<file path="config.mk">
export PLATFORM = sky130hd
export DESIGN_NAME = oal_cell
export DESIGN_NICKNAME = d
export VERILOG_FILES = /design/src/oal_pkg.sv /design/src/oal_cell.sv
export SDC_FILE = /design/constraint.sdc
export NUM_CORES = 1
export LEC_CHECK = 0
export BUFFER_PORTS_ARGS = -buffer_cell sky130_fd_sc_hd__buf_2
export CORE_UTILIZATION = 38
export DETAILED_ROUTE_END_ITERATION = 8
export GPL_ROUTABILITY_DRIVEN = 0
export GPL_TIMING_DRIVEN = 1
export PLACE_DENSITY = 0.89
export SKIP_CTS_REPAIR_TIMING = 1
export SLEW_MARGIN = 20
export SYNTH_ARGS = -nofsm -noshare
export SYNTH_HDL_FRONTEND = slang
export SYNTH_SLANG_ARGS = --single-unit
</file>
<file path="constraint.sdc">
create_clock -name i_clk -period 1.5 [get_ports i_clk]
set_input_delay 0.075 -clock i_clk [delete_from_list [all_inputs] [get_ports i_clk]]
set_output_delay 0.075 -clock i_clk [all_outputs]
set_load 0.05 [all_outputs]
</file>
<file path="src/oal_pkg.sv">
// Package for the ordered array list: request kinds, status codes and the
// per-cell control word. No dependencies.
package oal_pkg;

    typedef enum logic [1:0] {
        KIND_INSERT = 2'd0,
        KIND_DELETE = 2'd1,
        KIND_READ   = 2'd2,
        KIND_CLEAR  = 2'd3
    } t_kind;

    localparam logic [1:0] ST_OK    = 2'd0;
    localparam logic [1:0] ST_FULL  = 2'd1;
    localparam logic [1:0] ST_RANGE = 2'd2;

    typedef struct packed {
        logic take_left;
        logic take_right;
        logic take_new;
        logic tap;
    } t_cell_ctl;

endpackage

</file>
<file path="src/oal_cell.sv">
// One storage cell of the ordered array list chain.
// Depends on oal_pkg for the cell control word.
module oal_cell #(
    parameter int WORD_BITS = 32
) (
    input  logic                  i_clk,
    input  oal_pkg::t_cell_ctl    i_ctl,
    input  logic [WORD_BITS-1:0]  i_left,
    input  logic [WORD_BITS-1:0]  i_right,
    input  logic [WORD_BITS-1:0]  i_new,
    output logic [WORD_BITS-1:0]  o_word,
    output logic [WORD_BITS-1:0]  o_tap
);
    import oal_pkg::*;

    logic [WORD_BITS-1:0] r_word;
    logic [WORD_BITS-1:0] n_word;

    always_comb begin
        priority if (i_ctl.take_new) begin
            n_word = i_new;
        end else if (i_ctl.take_left) begin
            n_word = i_left;
        end else if (i_ctl.take_right) begin
            n_word = i_right;
        end else begin
            n_word = r_word;
        end
    end

    always_ff @(posedge i_clk) begin
        r_word <= n_word;
    end

    assign o_word = r_word;
    assign o_tap  = i_ctl.tap ? r_word : '0;

endmodule

</file>
==> flow_summary.ini, run 1 <==
[final_layout]
fin_cells = 406
syn2layout_area_growth_pct = 48.5
nNetsFinal = 439
fin_util_pct = 58.8
num_antenna_cells = 0
drive_gt1_share_pct = 51.6
largest_reg_flops = 32

[placed_design]
dp_slack_ns = 0.396
dp_cells = 398
port_buffers = 164
dp_hpwl_mm = 4.00

[cts]
clock-sinks = 32
cts_max_level = 2
cts_buffers = 5
cts_buffer_depth = 2
path_clk_slew_ns = 0.06
cts_tree = done
cts_root_buf = clkbuf_8

[sta]
relSlewSlack_pct = 70.9
period_minus_slack_ns = 1.12
setup_viol = 0
tightest_slew_ns = 0.437
finalHoldViolations = 0
fin_ws_ns = 0.377
fin_crit_sh_pct = 74.8
rsz0062_at_grt = no
slew_viol_final = 0
tns_ns = 0
fin_hold_ws_ns = 0.0825
clock.fmax_ghz = 0.891

[setup_path]
path_class = register to output port
start_kind = register
cpMaxStageDelayCell = edfxtp_1
worstSetupEndpointType = output port
critPathRequiredTime_ns = 1.42
crit_fanout = 2
crit_cells = 2
path_buf_inv = 1
cp.arrival_ns = 1.05
path_cells = and2_1 > buf_2
crit_path_start = o_word[15]
critPathTopFamily = flip-flops
cpPeakStageDelay_ns = 0.40

[detailed_routing]
postRouteAntennaNets = 0
drt-pass1-iter-count = 4
drtIter0Drc = 57
post_drt_wl_per_cell_um = 12.3
routed_wirelength_mm = 5.00
vias_per_cell = 4.50
drcViolationCount = 0
dr_total_vias = 1827

[grt]
globalRouteOverflowTotal = 0
grt_pass1_wl_mm = 7.20
grtUsageTotal_pct = 18.2
antenna_found_initial = 0
first_global_vias = 1664
grt_max_degree = 34

[worst_hold_path]
hold_path_class = primary input to register
min_path_cells = 3
holdCritStartpoint = i_new[19]

[pwr]
cellLeakagePower_nw = 1.48
vdd_ir_drop_max_mv = 0.531
power_density_mw_per_mm2 = 1040

[synth]
synth-seq-area-share_pct = 51.0
syn_nets = 276
synthCells = 175
synth-seq-cells = 32
syn_area_mm2 = 0.00188
synth.distinct_cells = 11
yosysWarnings = 0
syn_area_per_cell_um2 = 10.8

[floorplan]
ioPinCount = 165
die_w_um = 72.4
coreArea_mm2 = 0.00475
dieArea_mm2 = 0.00524
initial_core_util_pct = 39.6
die_h_um = 72.4
num_rows = 25

[flow_run]
cap_violations = 0

[outcome]
status = finished, final reports clean
==> worst paths after layout <==
kind,to,slack [ns]
hold / removal,o_word[19],0.08
setup / recovery,o_tap[15],0.38
==> synthesized netlist by cell type <==
cell / count / area [um^2]
and2_1: 32 / 200
buf_12: 3 / 60.1
buf_2: 6 / 30.0
buf_6: 1 / 11.3
clkbuf_1: 4 / 15.0
edfxtp_1: 32 / 961
mux2i_1: 32 / 320
nand2_1: 32 / 120
o21ai_0: 2 / 10.0
o21ai_1: 30 / 150
or3_1: 1 / 6.26
==> metal layers <==
layer	GRT usage [%]	part of all wire, %
met1	18.0	37
met2	36.3	56
met3	4.44	6.3
met4	5.88	0.94
met5	0	0
==> metrics by stage <==
| stage | cell area, um^2 | total power, W |
|---|---|---|
| after global routing | 2800 | 0.00303 |
| final | 2800 | 0.00290 |
| after detailed placement | 2720 | 0.00233 |
| after floorplan | 1880 | 0.00201 |
| after global placement | 2720 | 0.00230 |
| after CTS | 2800 | 0.00294 |
==> cells by family after synthesis <==
kind of cell / count (synthesis) / share of synthesized area (%)
simple gates: 65 / 17.3
compound gates: 32 / 8.50
mux: 32 / 17.0
flops: 32 / 51.0
buf+inv: 14 / 6.18
==> where the power goes <==
group          switching, W  internal (W)
clock              0.000276      0.000322
sequential        0.0000480       0.00111
combinational      0.000833      0.000315
==> area by class of cell <==
type	count	area [um^2]
Fill cell	445	1960
Sequential cell	32	961
Timing Repair Buffer	170	866
Multi-Input combinational cell	129	807
Tap cell	67	83.8
Clock buffer	7	76.3
Clock inverter	1	3.75
==> layout by cell type (no fill, tap or decap) <==
| cell type | netlist | layout |
|---|---|---|
| buf_2 | 6 | 164 |
| mux2i_1 | 32 | 32 |
| nand2_1 | 32 | 32 |
| and2_1 | 32 | 32 |
| edfxtp_1 | 32 | 32 |
| o21ai_1 | 30 | 30 |
| buf_4 | 0 | 6 |
| clkbuf_8 | 0 | 5 |
| o21ai_0 | 2 | 2 |
| clkbuf_1 | 4 | 2 |
| or3_1 | 1 | 1 |
| clkinv_1 | 0 | 1 |
Note: power is estimated with default switching activity, not from simulation.
==> run 2, diff against run 1 <==
- CORE_UTILIZATION: 38 -> 34
- PLACE_DENSITY: 0.89 -> 0.84
- clock period: 1.5 -> 1 ns (I/O delays scaled with it)
==> run 2 against run 1 <==
The run now ends with negative setup slack left. Routed wire length grew 5.4%. Utilization up 3.1 points. Worst hold slack got worse by 0.030 ns. Non-clock buffer count increased by 3. Highest routed layer unchanged. Combinational power is 83% higher. Largest cell class is now buffers. Count of clock-buffer cells in the layout stayed put. Sequential cell count unchanged. Global-route usage down 1.7 points. Via count up 3.6%. Cell count rose by 1.5%. Critical path depth did not move. Largest power group is now combinational cells.
==> flow_summary.ini, run 2 (same netlist as run 1, synthesis figures left out) <==
[outcome]
status = complete, but fails checks
failed_checks = negative setup slack

[floorplan]
initial_core_util_pct = 36.0
die_h_um = 76.4
num_rows = 26
ioPinCount = 165
coreArea_mm2 = 0.00524
die_w_um = 76.4
dieArea_mm2 = 0.00584

[final_layout]
fin_util_pct = 61.9
drive_gt1_share_pct = 61.7
fin_cells = 412
mostFrequentLayoutCells = 125 x buf_2, 32 x mux2i_1, 32 x nand2_1, 32 x and2_4, 32 x edfxtp_1
layout_commonest_cell = buf_2
syn2layout_area_growth_pct = 72.0
design_area_mm2 = 0.00324
num-fill-cells = 419
num_antenna_cells = 0
largest_reg_flops = 32
nNetsFinal = 442

[sta]
slew_viol_final = 0
rsz0062_at_grt = yes
relSlewSlack_pct = 71.5
fin_ws_ns = -0.0752
period_minus_slack_ns = 1.08
tightest_slew_ns = 0.428
clock.fmax_ghz = 0.930
tns_ns = -0.952
setup_viol = 32
fin_crit_sh_pct = 108
finalHoldViolations = 0

[grt]
first_global_vias = 1744
grt_max_degree = 37
grt_pass1_wl_mm = 7.71
antenna_found_initial = 0
globalRouteOverflowTotal = 0
grtUsageTotal_pct = 16.5

[detailed_routing]
drt-pass1-iter-count = 4
dr_total_vias = 1893
drtIter0Drc = 42
vias_per_cell = 4.59
post_drt_wl_per_cell_um = 12.8
routed_wirelength_mm = 5.27
postRouteAntennaNets = 0
drcViolationCount = 0

[cts]
cts_root_buf = clkbuf_8
cts_buffer_depth = 2
cts_max_level = 2
cts_tree = done
cts_buffers = 5
clock-sinks = 32
path_clk_slew_ns = 0.07

[setup_path]
cp.arrival_ns = 1.03
critPathRequiredTime_ns = 0.95
worstSetupEndpointType = output port
crit_fanout = 2
path_class = register to output port
start_kind = register

[pwr]
vdd_ir_drop_max_mv = 0.715
seq_power_share_pct = 36.6
cellLeakagePower_nw = 1.64
switchingPower_w = 0.00183
power_density_mw_per_mm2 = 1470
p_comb_share_pct = 44.3
total_power_w = 0.00478
switching_share_pct = 38.3
power.internal_w = 0.00295
clkPwrFrac_pct = 19.1

[placed_design]
dpl-instance-area_mm2 = 0.00282
port_buffers = 164
dp_cells = 399
dp_hpwl_mm = 3.78

[worst_hold_path]
hold_path_class = primary input to register

[flow_run]
cap_violations = 0
-- run 2: final timing paths --
path	end	from	depth (start not counted)
setup / recovery	o_tap[11]	o_word[11]	2
hold / removal	o_word[4]	i_new[4]	3
-- run 2: area by class of cell --
class / count / area [um^2] / share of cell area, %
Sequential cell: 32 / 961 / 29.6
Multi-Input combinational cell: 129 / 892 / 27.5
Clock buffer: 7 / 76.3 / 2.35
Clock inverter: 1 / 3.75 / 0.116
Tap cell: 70 / 87.6 / 2.70
Timing Repair Buffer: 173 / 1220 / 37.7
-- run 2: through the flow --
| stage | setup WS [ns] | hold slack [ns] |
|---|---|---|
| 2_1_floorplan | 0.0101 | 0.241 |
| 3_3_place_gp | -0.0399 | 0.333 |
| 3_5_place_dp | -0.0630 | 0.340 |
| 4_1_cts | -0.161 | 0.0428 |
| 5_1_grt | -0.103 | 0.0610 |
| 6_report | -0.0752 | 0.0526 |
-- run 2: layer usage --
metal	GRT usage [%]	routed length [um]	up-vias	share of wire, %
li1	-	-	941	-
met1	18.0	1960	842	37
met2	30.9	2910	100	55
met3	3.47	302	10	5.7
met4	6.35	102	0	1.9
met5	0	0	-	0
-- run 2: power groups by stage --
| stage | clock [W] | combinational, W | sequential [W] |
|---|---|---|---|
| after floorplan | 0 | 0.000824 | 0.00231 |
| after global placement | 0 | 0.00179 | 0.00177 |
| after detailed placement | 0 | 0.00182 | 0.00177 |
| after CTS | 0.000959 | 0.00182 | 0.00175 |
| after global routing | 0.00100 | 0.00220 | 0.00177 |
| final | 0.000911 | 0.00211 | 0.00175 |
-- run 2: worst max-delay path: stages (launching register included) --
cell	delay, ns
edfxtp_1	0.42
and2_4	0.19
buf_6	0.14
==> run 3, diff against run 2 <==
- CORE_MARGIN: not set -> 4
- CORE_UTILIZATION: 34 -> 35
- CTS_BUF_LIST: not set -> sky130_fd_sc_hd__clkbuf_4
- PLACE_DENSITY: 0.84 -> 0.86
==> run 3 against run 2 <==
The run still ends with negative setup slack left. Cell count grew 1.2%. Design area up 6.4%. Via count increased by 3.1%. Sequential cell count unchanged. Total power increased by 1.7%. Count of clock-buffer cells in the layout unchanged. Maximum frequency decreased by 5.2%. Clock power shrank 18%. Routed wire length grew 28%. Largest cell class unchanged.
==> flow_summary.ini, run 3 (same netlist as run 1, synthesis figures left out) <==
[sta]
rsz0062_at_grt = yes
fin_hold_ws_ns = 0.00834
finalHoldViolations = 0
setup_viol = 39
slew_viol_final = 0
tightest_slew_ns = 0.435
period_minus_slack_ns = 1.13
fin_crit_sh_pct = 113
relSlewSlack_pct = 71.0
fin_ws_ns = -0.135
clock.fmax_ghz = 0.881

[worst_hold_path]
min_path_cells = 3
holdCritStartpoint = i_new[3]
hold_path_class = primary input to register
hold_end = o_word[3]

[cts]
cts_max_level = 2
path_clk_slew_ns = 0.10
cts_buffer_depth = 2
cts_buffers = 5
cts_root_buf = clkbuf_4
clock-sinks = 32
cts_tree = done

[grt]
antenna_found_initial = 0
grt_max_degree = 35
grtUsageTotal_pct = 16.2
globalRouteOverflowTotal = 0
grt_pass1_wl_mm = 8.09
first_global_vias = 1831

[pwr]
cellLeakagePower_nw = 1.71
vdd_ir_drop_max_mv = 0.552
total_power_w = 0.00486
power_density_mw_per_mm2 = 1410

[final_layout]
layout_commonest_cell = buf_2
num_antenna_cells = 0
multi_input_area_um2 = 892
num-fill-cells = 394
fin_cells = 417
nNetsFinal = 447
largest_reg_flops = 32
design_area_mm2 = 0.00345
mostFrequentLayoutCells = 101 x buf_2, 38 x buf_6
drive_gt1_share_pct = 61.4
syn2layout_area_growth_pct = 83.1
regArea_um2 = 961

[setup_path]
worstSetupEndpointType = output port
critPathRequiredTime_ns = 0.95
cp.arrival_ns = 1.08
cpMaxStageDelayCell = edfxtp_1
path_class = register to output port
path_buf_inv = 1
critPathTopFamily = flip-flops
cpPeakStageDelay_ns = 0.45
crit_fanout = 2
start_kind = register
path_cells = and2_4 > buf_6

[floorplan]
die_h_um = 81.4
die_w_um = 81.4
ioPinCount = 165
num_rows = 26
dieArea_mm2 = 0.00662
initial_core_util_pct = 36.4
coreArea_mm2 = 0.00517

[flow_run]
cap_violations = 0

[detailed_routing]
post_drt_wl_per_cell_um = 16.2
dr.max_layer_used = met4
drcViolationCount = 0
met2_length_mm = 3.74
drt-pass1-iter-count = 4
dr_total_vias = 1951
drtIter0Drc = 49
postRouteAntennaNets = 0
wirelength_met1_mm = 2.24
vias_per_cell = 4.68
wl_met3_um = 638
routed_wirelength_mm = 6.76

[placed_design]
dp_slack_ns = -0.0673
port_buffers = 164
dpl-instance-area_mm2 = 0.00282
dp_cells = 401
dp_hpwl_mm = 4.59

[outcome]
status = complete, but fails checks
failed_checks = negative setup slack
run 3: report_power, final:
part | total (W) | switching (W) | internal (W) | leakage (nW)
clock | 0.000747 | 0.000423 | 0.000325 | 0.0338
sequential | 0.00178 | 0.000121 | 0.00166 | 0.338
combinational | 0.00233 | 0.00136 | 0.000970 | 1.33
total | 0.00486 | 0.00190 | 0.00296 | 1.71
run 3: routing by layer:
metal,GRT usage [%],vias to the layer above
met3,3.44,14
met5,0,-
met4,6.93,0
met1,16.5,877
li1,-,953
met2,31.1,107
run 3: worst max-delay path by stage:
| stage | startpoint | endpoint | slack, ns | depth (start not counted) |
|---|---|---|---|---|
| 2_1_floorplan | o_word[0] | o_tap[0] | 0.01 | 1 |
| 3_3_place_gp | i_ctl[2] | o_word[12] | -0.05 | 2 |
| 3_5_place_dp | i_ctl[1] | o_word[17] | -0.07 | 2 |
| 4_1_cts | o_word[30] | o_tap[30] | -0.21 | 2 |
| 5_1_grt | o_word[30] | o_tap[30] | -0.19 | 2 |
| 6_report | o_word[30] | o_tap[30] | -0.13 | 2 |
run 3: final cells by class:
cell class	instances	area share [%]
sequential	32	27.8
timing repair buffer	178	42.1
clock inverter	1	0.109
multi-input combinational	129	25.9
tap	70	2.54
clock buffer	7	1.52
run 3: tightest hold or removal path: cells and delay by family:
kind                   cells  cell delay (ns)
buffers and inverters      1             0.08
AOI/OAI and AO/OA          1             0.05
and+or+nand+nor            1             0.04
run 3: through the flow:
| step | util, % | setup TNS [ns] |
|---|---|---|
| 2_1_floorplan | - | 0 |
| 3_3_place_gp | 54.5 | -1.74 |
| 3_5_place_dp | 54.5 | -2.76 |
| 4_1_cts | 55.6 | -6.04 |
| 5_1_grt | 66.7 | -6.63 |
| 6_report | 66.7 | -3.72 |
